$ cat config.mk
export PLATFORM = sky130hd
export DESIGN_NAME = cascade_angle_rate_pid_unit
export DESIGN_NICKNAME = d
export VERILOG_FILES = /design/src/rtl/carp_pkg.sv /design/src/rtl/cascade_angle_rate_pid_unit.sv
export SDC_FILE = /design/constraint.sdc
export NUM_CORES = 2
export LEC_CHECK = 0
export BUFFER_PORTS_ARGS = -buffer_cell sky130_fd_sc_hd__buf_2
export CAP_MARGIN = 20
export CORE_MARGIN = 2
export CORE_UTILIZATION = 34
export CTS_CLUSTER_DIAMETER = 200
export DETAILED_ROUTE_END_ITERATION = 10
export PLACE_DENSITY = 0.47
export SYNTH_ARGS = -nofsm -noshare
export SYNTH_HDL_FRONTEND = slang
export SYNTH_SLANG_ARGS = --single-unit
$ cat constraint.sdc
create_clock -name clk -period 27 [get_ports clk]
set_input_delay 2.7 -clock clk [delete_from_list [all_inputs] [get_ports clk]]
set_output_delay 2.7 -clock clk [all_outputs]
set_load 0.005 [all_outputs]
$ cat src/rtl/carp_pkg.sv
// Shared types, constants and saturating helpers for the cascade angle/rate PID unit.
`default_nettype none
package carp_pkg;

  localparam int DATA_W = 32;           // width of every signed Q16.16 value
  localparam int FRAC_W = 16;           // fraction bits
  localparam int GAIN_W = 31;           // width of a register value
  localparam int PROD_W = DATA_W + GAIN_W;       // exact gain*value product
  localparam int DIV_W  = DATA_W + FRAC_W;       // dividend/quotient bits
  localparam int WIDE_W = DIV_W + 1;             // widest intermediate before saturation
  localparam int CNT_W  = $clog2(DIV_W);
  localparam int ADDR_W = 5;            // eight registers at byte addresses 4*i

  localparam logic [GAIN_W-1:0] OUTER_GAIN_RST = '0;
  localparam logic [GAIN_W-1:0] PROP_GAIN_RST  = '0;
  localparam logic [GAIN_W-1:0] INT_GAIN_RST   = '0;
  localparam logic [GAIN_W-1:0] DERIV_GAIN_RST = '0;
  localparam logic [GAIN_W-1:0] TIME_STEP_RST  = 31'd655;
  localparam logic [GAIN_W-1:0] RATE_LIM_RST   = 31'd131072;
  localparam logic [GAIN_W-1:0] INT_LIM_RST    = 31'd65536;
  localparam logic [GAIN_W-1:0] OUT_LIM_RST    = 31'd65536;

  typedef enum logic [2:0] {
    REG_OUTER_GAIN  = 3'd0,
    REG_PROP_GAIN   = 3'd1,
    REG_INT_GAIN    = 3'd2,
    REG_DERIV_GAIN  = 3'd3,
    REG_TIME_STEP   = 3'd4,
    REG_RATE_LIMIT  = 3'd5,
    REG_INT_LIMIT   = 3'd6,
    REG_OUT_LIMIT   = 3'd7
  } reg_idx_t;

  typedef enum logic [4:0] {
    ST_IDLE,
    ST_AERR,
    ST_MOUT,
    ST_RCMD,
    ST_RERR,
    ST_MP,
    ST_P,
    ST_MI,
    ST_IACC,
    ST_MKI,
    ST_I,
    ST_DIFF,
    ST_MD,
    ST_DPROD,
    ST_DIV,
    ST_DFIN,
    ST_SUM1,
    ST_SUM2,
    ST_DONE
  } state_t;

  // Saturate a wide signed value to DATA_W bits.
  function automatic logic signed [DATA_W-1:0] sat_wide(input logic signed [WIDE_W-1:0] x);
    logic signed [WIDE_W-1:0] hi;
    logic signed [WIDE_W-1:0] lo;
    hi = $signed({{(WIDE_W-DATA_W+1){1'b0}}, {(DATA_W-1){1'b1}}});
    lo = $signed({{(WIDE_W-DATA_W+1){1'b1}}, {(DATA_W-1){1'b0}}});
    if (x > hi) begin
      return hi[DATA_W-1:0];
    end else if (x < lo) begin
      return lo[DATA_W-1:0];
    end
    return x[DATA_W-1:0];
  endfunction

  // Clamp to plus or minus a non-negative limit.
  function automatic logic signed [DATA_W-1:0] clamp_sym(input logic signed [DATA_W-1:0] x,
                                                         input logic [GAIN_W-1:0] lim);
    logic signed [DATA_W:0] xs;
    logic signed [DATA_W:0] lp;
    logic signed [DATA_W:0] ln;
    xs = {x[DATA_W-1], x};
    lp = $signed({2'b00, lim});
    ln = -lp;
    if (xs > lp) begin
      return lp[DATA_W-1:0];
    end else if (xs < ln) begin
      return ln[DATA_W-1:0];
    end
    return x;
  endfunction

endpackage
`default_nettype wire

$ cat src/rtl/cascade_angle_rate_pid_unit.sv
// Top level of the cascade angle/rate PID unit: register file, sequencer and shared datapath.
//
// Use: one axis of a cascaded attitude loop in signed Q16.16. Each input word on
// the in_ channel carries an angle setpoint, measured angle, measured rate and a
// clear flag; each output word on the out_ channel carries one actuator command.
// Both channels are valid/ready. Gains, time step and limits sit in eight APB
// registers at byte addresses 4*i; write them only while the unit is idle.
// Timing: in_ready is high only while the sequencer is idle and out of reset. A
// normal word runs the full sequence to out_valid (the derivative division is
// skipped when time_step is zero); a clear word goes straight to the final step.
// One word is worked on at a time, so a new word is taken only once the last
// has left the sequencer. The longest part is the 48-step restoring divider that
// forms the derivative term; the other steps each use the shared multiplier,
// saturating adder, shift/saturate unit or clamp.
// The output register parts the two sides: a new word is taken while a finished
// result still waits; if the receiver stalls the sequencer holds in its final
// step until the output register frees.
// Reset (synchronous, rst_n low) restores register defaults and clears the
// integral, previous error and last output, and drops any pending result.
`default_nettype none
module cascade_angle_rate_pid_unit (
  input  wire                               clk,
  input  wire                               rst_n,
  // input words
  input  wire                               in_valid,
  output logic                              in_ready,
  input  wire                               in_clear_state,
  input  wire  signed [carp_pkg::DATA_W-1:0] in_angle_setpoint,
  input  wire  signed [carp_pkg::DATA_W-1:0] in_angle_measured,
  input  wire  signed [carp_pkg::DATA_W-1:0] in_rate_measured,
  // result words
  output logic                              out_valid,
  input  wire                               out_ready,
  output logic signed [carp_pkg::DATA_W-1:0] out_actuator_command,
  // configuration
  input  wire                               psel,
  input  wire                               penable,
  input  wire                               pwrite,
  input  wire  [carp_pkg::ADDR_W-1:0]        paddr,
  input  wire  [31:0]                       pwdata,
  output logic [31:0]                       prdata,
  output logic                              pready
);
  import carp_pkg::*;

  // ---------------------------------------------------------------- registers
  logic [GAIN_W-1:0] outer_gain_r, prop_gain_r, int_gain_r, deriv_gain_r;
  logic [GAIN_W-1:0] time_step_r, rate_lim_r, int_lim_r, out_lim_r;
  reg_idx_t          cfg_idx;
  logic              cfg_wr;

  assign pready  = 1'b1;
  assign cfg_idx = reg_idx_t'(paddr[ADDR_W-1:2]);
  assign cfg_wr  = psel && penable && pwrite;

  always_ff @(posedge clk) begin
    if (!rst_n) begin
      outer_gain_r <= OUTER_GAIN_RST;
      prop_gain_r  <= PROP_GAIN_RST;
      int_gain_r   <= INT_GAIN_RST;
      deriv_gain_r <= DERIV_GAIN_RST;
      time_step_r  <= TIME_STEP_RST;
      rate_lim_r   <= RATE_LIM_RST;
      int_lim_r    <= INT_LIM_RST;
      out_lim_r    <= OUT_LIM_RST;
    end else if (cfg_wr) begin
      // keep the low 31 bits of the written word
      case (cfg_idx)
        REG_OUTER_GAIN: outer_gain_r <= pwdata[GAIN_W-1:0];
        REG_PROP_GAIN:  prop_gain_r  <= pwdata[GAIN_W-1:0];
        REG_INT_GAIN:   int_gain_r   <= pwdata[GAIN_W-1:0];
        REG_DERIV_GAIN: deriv_gain_r <= pwdata[GAIN_W-1:0];
        REG_TIME_STEP:  time_step_r  <= pwdata[GAIN_W-1:0];
        REG_RATE_LIMIT: rate_lim_r   <= pwdata[GAIN_W-1:0];
        REG_INT_LIMIT:  int_lim_r    <= pwdata[GAIN_W-1:0];
        REG_OUT_LIMIT:  out_lim_r    <= pwdata[GAIN_W-1:0];
        default: ;
      endcase
    end
  end

  always_comb begin
    case (cfg_idx)
      REG_OUTER_GAIN: prdata = {1'b0, outer_gain_r};
      REG_PROP_GAIN:  prdata = {1'b0, prop_gain_r};
      REG_INT_GAIN:   prdata = {1'b0, int_gain_r};
      REG_DERIV_GAIN: prdata = {1'b0, deriv_gain_r};
      REG_TIME_STEP:  prdata = {1'b0, time_step_r};
      REG_RATE_LIMIT: prdata = {1'b0, rate_lim_r};
      REG_INT_LIMIT:  prdata = {1'b0, int_lim_r};
      REG_OUT_LIMIT:  prdata = {1'b0, out_lim_r};
      default:        prdata = '0;
    endcase
  end

  // ---------------------------------------------------------------- datapath state
  state_t state_r, state_nxt;

  // controller state, cleared by reset
  logic signed [DATA_W-1:0] integ_r, integ_nxt;
  logic signed [DATA_W-1:0] last_err_r, last_err_nxt;
  logic signed [DATA_W-1:0] last_out_r, last_out_nxt;

  // captured input word and working values
  logic signed [DATA_W-1:0] sp_r, sp_nxt, am_r, am_nxt, rm_r, rm_nxt;
  logic signed [DATA_W-1:0] x_r, x_nxt;        // angle error, rate command, then error delta
  logic signed [DATA_W-1:0] rerr_r, rerr_nxt;
  logic signed [DATA_W-1:0] p_r, p_nxt;        // proportional term, then p+i
  logic signed [DATA_W-1:0] i_r, i_nxt;
  logic signed [DATA_W-1:0] d_r, d_nxt;
  logic signed [PROD_W-1:0] prod_r, prod_nxt;
  logic [GAIN_W-1:0]        rem_r, rem_nxt;
  logic [DIV_W-1:0]         quo_r, quo_nxt;    // dividend shifts out, quotient shifts in
  logic                     neg_r, neg_nxt;
  logic [CNT_W-1:0]         cnt_r, cnt_nxt;

  logic                     out_valid_r, out_valid_nxt;
  logic signed [DATA_W-1:0] out_cmd_r, out_cmd_nxt;

  // shared units
  logic [GAIN_W-1:0]        mul_a;
  logic signed [DATA_W-1:0] mul_b;
  logic signed [2*DATA_W-1:0] mul_full;
  logic signed [DATA_W-1:0] add_a, add_b;
  logic                     add_sub;
  logic signed [DATA_W:0]   add_raw;
  logic signed [DATA_W-1:0] add_sat;
  logic signed [DATA_W-1:0] shf_sat;
  logic signed [DATA_W-1:0] clp_in;
  logic [GAIN_W-1:0]        clp_lim;
  logic signed [DATA_W-1:0] clp_out;
  logic [GAIN_W+1:0]        div_try;
  logic [DATA_W:0]          dmag;
  logic signed [WIDE_W-1:0] qsig;
  logic                     in_acc;
  logic                     out_free;

  assign mul_full = $signed({1'b0, mul_a}) * mul_b;
  assign add_raw  = add_sub ? ({add_a[DATA_W-1], add_a} - {add_b[DATA_W-1], add_b})
                            : ({add_a[DATA_W-1], add_a} + {add_b[DATA_W-1], add_b});
  assign add_sat  = sat_wide({{(WIDE_W-DATA_W-1){add_raw[DATA_W]}}, add_raw});
  // floor shift of the product, then saturate
  assign shf_sat  = sat_wide({{(WIDE_W-PROD_W+FRAC_W){prod_r[PROD_W-1]}},
                              prod_r[PROD_W-1:FRAC_W]});
  assign clp_out  = clamp_sym(clp_in, clp_lim);
  // one restoring division step
  assign div_try  = {1'b0, rem_r, quo_r[DIV_W-1]} - {2'b00, time_step_r};
  assign dmag     = shf_sat[DATA_W-1] ? (-{shf_sat[DATA_W-1], shf_sat})
                                      : {1'b0, shf_sat};
  assign qsig     = neg_r ? (-$signed({1'b0, quo_r})) : $signed({1'b0, quo_r});

  assign in_ready = rst_n && (state_r == ST_IDLE);
  assign in_acc   = in_valid && in_ready;
  assign out_free = !out_valid_r || out_ready;
  assign out_valid            = out_valid_r;
  assign out_actuator_command = out_cmd_r;

  always_comb begin
    state_nxt     = state_r;
    integ_nxt     = integ_r;
    last_err_nxt  = last_err_r;
    last_out_nxt  = last_out_r;
    sp_nxt        = sp_r;
    am_nxt        = am_r;
    rm_nxt        = rm_r;
    x_nxt         = x_r;
    rerr_nxt      = rerr_r;
    p_nxt         = p_r;
    i_nxt         = i_r;
    d_nxt         = d_r;
    prod_nxt      = prod_r;
    rem_nxt       = rem_r;
    quo_nxt       = quo_r;
    neg_nxt       = neg_r;
    cnt_nxt       = cnt_r;
    out_valid_nxt = out_valid_r && !out_ready;
    out_cmd_nxt   = out_cmd_r;
    mul_a         = '0;
    mul_b         = '0;
    add_a         = '0;
    add_b         = '0;
    add_sub       = 1'b0;
    clp_in        = '0;
    clp_lim       = '0;

    case (state_r)
      ST_IDLE: begin
        if (in_acc) begin
          sp_nxt = in_angle_setpoint;
          am_nxt = in_angle_measured;
          rm_nxt = in_rate_measured;
          if (in_clear_state) begin
            // drop the loop state; the result is zero
            integ_nxt    = '0;
            last_err_nxt = '0;
            last_out_nxt = '0;
            state_nxt    = ST_DONE;
          end else begin
            state_nxt = ST_AERR;
          end
        end
      end
      ST_AERR: begin
        add_a     = sp_r;
        add_b     = am_r;
        add_sub   = 1'b1;
        x_nxt     = add_sat;
        state_nxt = ST_MOUT;
      end
      ST_MOUT: begin
        mul_a     = outer_gain_r;
        mul_b     = x_r;
        prod_nxt  = $signed(mul_full[PROD_W-1:0]);
        state_nxt = ST_RCMD;
      end
      ST_RCMD: begin
        clp_in    = shf_sat;
        clp_lim   = rate_lim_r;
        x_nxt     = clp_out;
        state_nxt = ST_RERR;
      end
      ST_RERR: begin
        add_a     = x_r;
        add_b     = rm_r;
        add_sub   = 1'b1;
        rerr_nxt  = add_sat;
        state_nxt = ST_MP;
      end
      ST_MP: begin
        mul_a     = prop_gain_r;
        mul_b     = rerr_r;
        prod_nxt  = $signed(mul_full[PROD_W-1:0]);
        state_nxt = ST_P;
      end
      ST_P: begin
        p_nxt     = shf_sat;
        state_nxt = ST_MI;
      end
      ST_MI: begin
        mul_a     = time_step_r;
        mul_b     = rerr_r;
        prod_nxt  = $signed(mul_full[PROD_W-1:0]);
        state_nxt = ST_IACC;
      end
      ST_IACC: begin
        // accumulate, then apply the anti-windup clamp
        add_a     = integ_r;
        add_b     = shf_sat;
        clp_in    = add_sat;
        clp_lim   = int_lim_r;
        integ_nxt = clp_out;
        state_nxt = ST_MKI;
      end
      ST_MKI: begin
        mul_a     = int_gain_r;
        mul_b     = integ_r;
        prod_nxt  = $signed(mul_full[PROD_W-1:0]);
        state_nxt = ST_I;
      end
      ST_I: begin
        i_nxt     = shf_sat;
        state_nxt = ST_DIFF;
      end
      ST_DIFF: begin
        add_a     = rerr_r;
        add_b     = last_err_r;
        add_sub   = 1'b1;
        x_nxt     = add_sat;
        state_nxt = ST_MD;
      end
      ST_MD: begin
        mul_a     = deriv_gain_r;
        mul_b     = x_r;
        prod_nxt  = $signed(mul_full[PROD_W-1:0]);
        state_nxt = ST_DPROD;
      end
      ST_DPROD: begin
        // load |dprod| << FRAC_W as the dividend; zero time step gives no derivative
        neg_nxt = shf_sat[DATA_W-1];
        quo_nxt = {dmag[DATA_W-1:0], {FRAC_W{1'b0}}};
        rem_nxt = '0;
        cnt_nxt = '0;
        if (time_step_r == '0) begin
          d_nxt     = '0;
          state_nxt = ST_SUM1;
        end else begin
          state_nxt = ST_DIV;
        end
      end
      ST_DIV: begin
        if (!div_try[GAIN_W+1]) begin
          rem_nxt = div_try[GAIN_W-1:0];
          quo_nxt = {quo_r[DIV_W-2:0], 1'b1};
        end else begin
          rem_nxt = {rem_r[GAIN_W-2:0], quo_r[DIV_W-1]};
          quo_nxt = {quo_r[DIV_W-2:0], 1'b0};
        end
        cnt_nxt = cnt_r + CNT_W'(1);
        if (cnt_r == CNT_W'(DIV_W - 1)) begin
          state_nxt = ST_DFIN;
        end
      end
      ST_DFIN: begin
        d_nxt     = sat_wide(qsig);
        state_nxt = ST_SUM1;
      end
      ST_SUM1: begin
        add_a     = p_r;
        add_b     = i_r;
        p_nxt     = add_sat;
        state_nxt = ST_SUM2;
      end
      ST_SUM2: begin
        add_a        = p_r;
        add_b        = d_r;
        clp_in       = add_sat;
        clp_lim      = out_lim_r;
        last_out_nxt = clp_out;
        last_err_nxt = rerr_r;
        state_nxt    = ST_DONE;
      end
      ST_DONE: begin
        // hold until the output register frees
        if (out_free) begin
          out_cmd_nxt   = last_out_r;
          out_valid_nxt = 1'b1;
          state_nxt     = ST_IDLE;
        end
      end
      default: state_nxt = ST_IDLE;
    endcase
  end

  always_ff @(posedge clk) begin
    if (!rst_n) begin
      state_r     <= ST_IDLE;
      out_valid_r <= 1'b0;
      integ_r     <= '0;
      last_err_r  <= '0;
      last_out_r  <= '0;
      cnt_r       <= '0;
    end else begin
      state_r     <= state_nxt;
      out_valid_r <= out_valid_nxt;
      integ_r     <= integ_nxt;
      last_err_r  <= last_err_nxt;
      last_out_r  <= last_out_nxt;
      cnt_r       <= cnt_nxt;
    end
  end

  always_ff @(posedge clk) begin
    sp_r      <= sp_nxt;
    am_r      <= am_nxt;
    rm_r      <= rm_nxt;
    x_r       <= x_nxt;
    rerr_r    <= rerr_nxt;
    p_r       <= p_nxt;
    i_r       <= i_nxt;
    d_r       <= d_nxt;
    prod_r    <= prod_nxt;
    rem_r     <= rem_nxt;
    quo_r     <= quo_nxt;
    neg_r     <= neg_nxt;
    out_cmd_r <= out_cmd_nxt;
  end

  // ---------------------------------------------------------------- assertions
  a_accept_starts: assert property (@(posedge clk) disable iff (!rst_n)
    in_valid && in_ready |=> state_r != ST_IDLE)
    else $error("accepted word did not start the sequencer");

  a_result_from_done: assert property (@(posedge clk) disable iff (!rst_n)
    $rose(out_valid_r) |-> $past(state_r == ST_DONE))
    else $error("result raised outside the final step");

  a_div_count: assert property (@(posedge clk) disable iff (!rst_n)
    state_r == ST_DIV |-> cnt_r <= CNT_W'(DIV_W - 1))
    else $error("divider step count overran");

  a_clear_zeroes: assert property (@(posedge clk) disable iff (!rst_n)
    in_valid && in_ready && in_clear_state |=>
      integ_r == '0 && last_err_r == '0 && last_out_r == '0)
    else $error("clear word left loop state");

  a_no_lost_result: assert property (@(posedge clk) disable iff (!rst_n)
    state_r == ST_DONE && out_valid_r && !out_ready |=> state_r == ST_DONE)
    else $error("finished word left the final step while the output was full");

endmodule
`default_nettype wire
**Yosys cells after proc, flatten, opt, wreduce, memory -nomap -nowiden**

Cells that the tools add are included.

- Magnitude comparators: 8
- Add/subtract/negate cells: 7
- Muxes and demuxes: 54
- $mul: 1
- Reduce and logical (&&, ||, !) cells: 38
- Equality and inequality tests: 31

Operator list:

| operator | number |
|---|---|
| 32-bit two-way mux | 16 |
| 32-bit case mux with 2 select lines | 7 |
| 32-bit case mux with 8 select lines | 1 |
| 32-bit case mux with 6 select lines | 1 |
| 32-bit case mux with 5 select lines | 1 |
| 31-bit case mux with 5 select lines | 1 |
| 32-bit case mux with 3 select lines | 1 |
| 48-bit case mux with 2 select lines | 1 |
| 5-bit case mux with 19 select lines | 1 |
| 31-bit case mux with 3 select lines | 1 |
| 32-bit by 32-bit multiplier with 63-bit output | 1 |
| 31-bit case mux with 2 select lines | 1 |
| 49-bit by 32-bit > comparator with 1-bit output, second input constant | 1 |
| 49-bit by 32-bit < comparator with 1-bit output, second input constant | 1 |
| 49-bit two-way mux | 1 |
| 48-bit negator with 49-bit output | 1 |
| 47-bit by 32-bit > comparator with 1-bit output, second input constant | 1 |
| 47-bit by 32-bit < comparator with 1-bit output, second input constant | 1 |
| 5-bit by 4-bit == test with 1-bit output, second input constant | 8 |
| 32-bit by 32-bit adder with 33-bit output | 1 |
| 33-bit by 32-bit > comparator with 1-bit output, second input constant | 1 |
| 32-bit by 33-bit < comparator with 1-bit output | 1 |
| 33-bit by 32-bit < comparator with 1-bit output, second input constant | 1 |
| 33-bit two-way mux | 1 |
| 31 further kinds | 87 |

- Output and inout bits: 67
- Flip-flop bits (word level): 787

**Logic depth before layout (Yosys ltp)**

- Word-level depth: 17
- Depth in mapped cells: 53
- Depth with buffers taken out: 43

**Worst setup path after synthesis**

Ideal clock, no wire load.

- Kind: register -> register
- Start point: register state_r[3]
- End point: register prod_r[62] (data pin)
- Setup slack: 16331 ps
- Data required time: 26740 ps
- Path buffers: 6
- Arrival time: 10410 ps
- Cell stages (with the launch flop): 44
- Cell sequence: dfxtp_1 -> buf_4 -> or3b_1 -> buf_2 -> nor2_1 -> clkbuf_1 -> clkbuf_1 -> buf_1 -> a22oi_1 -> nand2_1 -> clkbuf_1 -> nand2_1 -> fa_1 -> inv_1 -> fa_1 -> fa_1 -> inv_1 -> fa_1 -> [... 8 more ...] -> inv_1 -> ha_1 -> and4_1 -> and3_1 -> a21oi_1 -> o21ai_0 -> o311ai_0 -> a211oi_1 -> or2_2 -> a211oi_1 -> a21oi_1 -> a221o_1 -> o211ai_1 -> nand2_1 -> a211oi_1 -> a21oi_1 -> a21oi_1 -> xnor2_1

- Word-level cells in the longest chain between the ends: 4
- Elaborated cells between the ends (all ways): 10
- Classes of those cells: mul: 1; eq/ne: 5; mux: 2; reduce/logical: 2

Ends and longest elaborated chain:

| what | RTL line | text |
|---|---|---|
| start: declaration | cascade_angle_rate_pid_unit.sv:97 | `state_t state_r, state_nxt;` |
| start signal: assignment | cascade_angle_rate_pid_unit.sv:343 | `state_r <= state_nxt;` |
| 5-bit by 4-bit == test with 1-bit output (tied with other cells) | cascade_angle_rate_pid_unit.sv:186 | `case (state_r)` |
| 2-bit OR reduction (no source line) | n/a |  |
| 32-bit case mux with 3 select lines | cascade_angle_rate_pid_unit.sv:186 |  |
| 32-bit by 32-bit multiplier with 63-bit output (*) | cascade_angle_rate_pid_unit.sv:138 | `assign mul_full = $signed({1'b0, mul_a}) * mul_b;` |
| net mul_full[62] | cascade_angle_rate_pid_unit.sv:123 | `logic signed [2*DATA_W-1:0] mul_full;` |
| end signal: assignment | cascade_angle_rate_pid_unit.sv:361 | `prod_r <= prod_nxt;` |
| end: declaration | cascade_angle_rate_pid_unit.sv:111 | `logic signed [PROD_W-1:0] prod_r, prod_nxt;` |

The timed path passes the listed nets; every way through them passes the cells marked *.
A chain may end at the register's enable or synchronous reset.

**Worst setup path after layout**

- Start point: register state_r[3]
- End point: register x_r[19] (data pin)

- Word-level cells in the longest chain between the ends: 15
- Elaborated cells between the ends (all ways): 34
- Classes of those cells: add/sub: 3; order compare: 4; eq/ne: 7; mux: 16; reduce/logical: 4

Ends and longest elaborated chain:

| what | RTL line | text |
|---|---|---|
| 5-bit == test | cascade_angle_rate_pid_unit.sv:186 |  |
| 2-bit OR reduction (no source line) | n/a |  |
| 32-bit case mux with 5 select lines | cascade_angle_rate_pid_unit.sv:186 |  |
| 32-bit by 32-bit adder with 33-bit output / 32-bit by 32-bit subtractor with 33-bit output (equally long branches) | cascade_angle_rate_pid_unit.sv:140, cascade_angle_rate_pid_unit.sv:139 |  |
| 33-bit two-way mux (*) | cascade_angle_rate_pid_unit.sv:139 | `assign add_raw = add_sub ? ({add_a[DATA_W-1], add_a} - {add_b[DATA_W-1], add_b})` |
| 33-bit by 32-bit < comparator with 1-bit output | carp_pkg.sv:64 | `end else if (x < lo) begin` |
| 1-bit two-way mux | carp_pkg.sv:64 |  |
| 1-bit two-way mux | carp_pkg.sv:62 | `if (x > hi) begin` |
| 32-bit two-way mux (*) | carp_pkg.sv:67 | `return x[DATA_W-1:0];` |
| net add_sat[1] | cascade_angle_rate_pid_unit.sv:127 | `logic signed [DATA_W-1:0] add_sat;` |
| 32-bit case mux with 2 select lines (*) | cascade_angle_rate_pid_unit.sv:186 |  |
| 32-bit by 33-bit < comparator with 1-bit output | carp_pkg.sv:81 | `end else if (xs < ln) begin` |
| 1-bit two-way mux | carp_pkg.sv:81 |  |
| 1-bit two-way mux | carp_pkg.sv:79 | `if (xs > lp) begin` |
| 32-bit two-way mux (*) | carp_pkg.sv:84 | `return x;` |
| 32-bit case mux with 2 select lines (*) | cascade_angle_rate_pid_unit.sv:186 |  |
| net x_nxt[19] | cascade_angle_rate_pid_unit.sv:106 | `logic signed [DATA_W-1:0] x_r, x_nxt;` |
| end signal: assignment | cascade_angle_rate_pid_unit.sv:356 | `x_r <= x_nxt;` |
| end: declaration | cascade_angle_rate_pid_unit.sv:106 |  |

The timed path passes the listed nets; every way through them passes the cells marked *. The select of a mux whose other input is x is not followed.

==> results.txt <==
----------------------------------------------------
[Global routing]
  Maximum number of pins on one net before global-route repair ... 114
  Final global-route overflow total ... 0
  Met1 usage ... 38.13%
  Global-route usage over all layers ... 27.84%
  Met3 layer usage reported by global route ... 5.318%
  GRT met2 Usage ... 42.82%
  Peak-usage layer in the global routing report ... met2
  Via count of the first global-routing pass ... 61920
  Antenna violations before repair ... 33
  First-pass GRT wire length ... 447.8 mm

[Cells and area]
  Most common library cell in the layout ignoring fill and taps ... nand2_1
  Layout cell share with drive strength beyond 1 ... 8.842%
  Synthesis-to-layout area growth ... 10.44%
  Most frequent cells in the layout ... 1702 x nand2_1, 1074 x inv_1, 868 x fa_1
  Non-filler cells in the finished layout ... 11190
  Number of nets in the layout ... 9651
  Filler cells ... 22140

[Synthesis]
  Fraction of the yosys area taken by sequential cells ... 26.47%
  Synth async-reset ratio ... 0%
  Adder and majority cell fraction of the synthesized area ... 30.27%
  Synthesized area per cell ... 8.967 um2
  Area fraction in compound gates after synthesis ... 14.34%
  Most used DFF post-synth ... edfxtp_1
  Xor and xnor fraction of the mapped netlist area ... 2.533%
  Share of synthesized area spent on multiplexers ... 2.423%
  Number of nets in the synthesized netlist ... 9653
  Area of the mapped netlist ... 74010 um2
  Post-synthesis simple-gate area fraction ... 15.51%
  Post-synth EDFFs ... 415
  Synthesis Warnings ... 0
  Count of state elements after synthesis ... 771
  Count of different cell masters after synthesis ... 101
  Post-synthesis instance total ... 8253
  Dominant combinational cell family by area after synthesis ... adder cells

[Critical path]
  Path depth of the worst reg2reg path ... 45
  Critical Setup Path Class ... reg -> reg
  Worst path buffer plus inverter count ... 4
  Highest fanout seen on the critical path ... 36
  Critical path's top delay family ... compound AO/OA/AOI/OAI gates
  Critical Path Slowest Stage Cell ... o41ai_1
  CP startpoint kind ... flop
  Kind of end point of the critical path ... flop
  Arrival time of the worst setup path ... 15.22 ns
  Slowest Stage Delay on Critical Path ... 0.82 ns
  Register-to-Register Setup Slack ... 12.40 ns
  WP data required ... 27.62 ns
  Critical path depth in cells ... 45

[Drt]
  Routed Antenna Nets ... 0
  First-pass iteration count of the detailed router ... 10
  Vias per std cell ... 5.539
  Detailed router's first-iteration violation count ... 6376
  Total wire length ... 311.7 mm
  Post-route DRC ... 0
  Total number of vias ... 62010
  Post-detailed-route wirelength per cell ... 27.84 um

[Floorplan]
  IO Count ... 208
  Core area ... 216700 um2
  Std cell rows ... 171
  Die height ... 470.6 um
  Width of the die ... 470.6 um
  Effective utilization at floorplan ... 34.15%
  Die area ... 221400 um2

[Timing]
  Final critical path time including I/O delays and setup ... 14.60 ns
  Fmax ... 68.47 MHz
  Final setup violation count ... 0
  Unrepaired setup endpoints after global routing ... false
  Final worst clock skew ... 0.04998 ns
  Slew Limit Headroom ... 11.96%
  Max-slew violation total from the final report ... 0
  Hold Fails Final Rpt ... 0
  Worst-margin pin slew ... 1.321 ns
  Sum Neg Setup Slack ... 0 ns
  Fraction of the cycle the final worst path needs ... 54.09%

[Clocking]
  Post-cts repair resize count ... 0
  Clock latency on the worst-skew pair ... 0.76 ns
  Number of hold-repair buffers added at the cts stage ... 0
  Maximum number of buffers from clock root to sink ... 3
  Clock sink total ... 771
  TritonCTS clock tree ... done
  Max H-tree Level ... 3
  Clock-pin slew reported for the worst setup and hold paths after clock tree synthesis ... 0.07 ns
  Number of buffers inserted by post-CTS setup repair ... 0
  Clock Tree Root ... clkbuf_16
  Number of buffers created by CTS ... 97

[Run]
  Max-cap viol count ... 0

[Power]
  Standby leakage power ... 34.04 nW
  Maximum vdd drop ... 0.0001651 V
  Pwr Density ... 85.79 nW/um2
  Pwr Total ... 7.012 mW

[Outcome]
  Result of the run ... completed

[Place]
  Post-Place Cells ... 11000
  Post-detailed-placement half-perimeter wirelength ... 236.0 mm
  Count of buffers inserted at the top-level ports ... 202
  GP Congestion ... 0.9568

[Hold path]
  Hold Path Stages ... 0
  Min-delay worst type ... reg -> reg

----------------------------------------------------
## report_power, final
group | switching, mW | internal (mW) | total, mW
Sequential | 0.111 | 1.49 | 1.60
Combinational | 2.88 | 1.20 | 4.08
Clock | 0.579 | 0.753 | 1.33
## per-stage QoR
step	cell area, um2	utilization, %	setup WS (ns)	hold WS [ns]
detailed placement	78460	36.20	12.91	0.4212
global route	81720	37.71	12.05	0.4459
global placement	78450	36.20	12.97	0.4237
floorplan	74010	-	16.33	0.4001
finish	81730	37.71	12.40	0.4363
CTS	81650	37.67	12.86	0.4360
## worst paths after layout
kind | from | endpoint
worst max-delay path | state_r[3] | x_r[19]
worst min-delay path | last_out_r[25] | out_actuator_command[25]
worst max register to register | state_r[3] | x_r[19]
worst min register to register | last_out_r[25] | out_actuator_command[25]
## cells by family after synthesis
family                   Yosys count
adder cells (fa/ha/maj)         1272
AO/OA/AOI/OAI                   1501
other                              2
AND/OR/NAND/NOR                 2740
buffers and inverters           1607
XOR/XNOR                         214
flip-flops                       771
multiplexers                     146
## final cells by class
class / count / area (um2) / area share [%]
Antenna cell: 5 / 12.51 / 0.01531
Clock buffer: 141 / 2755 / 3.371
Clock inverter: 42 / 434.2 / 0.5312
Inverter: 1080 / 4055 / 4.961
Multi-Input combinational cell: 5875 / 48530 / 59.38
Sequential cell: 771 / 19590 / 23.97
Tap cell: 2854 / 3571 / 4.369
Timing Repair Buffer: 426 / 2784 / 3.406
## registers in the layout, indices dropped and copies added (netlist names), 32 cells and up
name and count:
i_r 32, p_r 32, rm_r 32, rerr_r 32
last_out_r 32, integ_r 32, last_err_r 32, prod_r 47
x_r 32, am_r 32, d_r 32, sp_r 32
out_actuator_command 32, quo_r 48
## per-layer routing
layer,up-vias,routed length (um)
met5,-,144
met1,31540,132700
met2,2707,137400
met3,521,26500
li1,27220,-
met4,22,15010
## cells in the mapped netlist, types with 33 or more instances
master    instances  area, um2
xor2_1           79      691.9
mux2i_1          88      880.8
buf_1            39      146.4
nor2_1          552       2072
nor2b_1          79      494.2
nand2b_1         33      206.5
inv_1          1075       4035
a221oi_1         42      367.9
o21ai_0         202       1011
nand3_1          80      400.4
ha_1            391       4892
clkbuf_1        407       1528
a21boi_0        267       2004
nand2_1        1706       6404
a22oi_1         182       1366
a21oi_1         270       1351
a221o_1          39      390.4
dfxtp_1         356       7127
edfxtp_1        415      12460
nor3_1           49      245.2
a211oi_1         33      247.7
and3_1           46      287.8
and2_1           50      312.8
xnor2_1         135       1182
a21o_1           36      270.3
a222oi_1         85      850.8
o21a_1           67      503.0
fa_1            868      17380
Note: power is estimated with default switching activity, not from simulation.
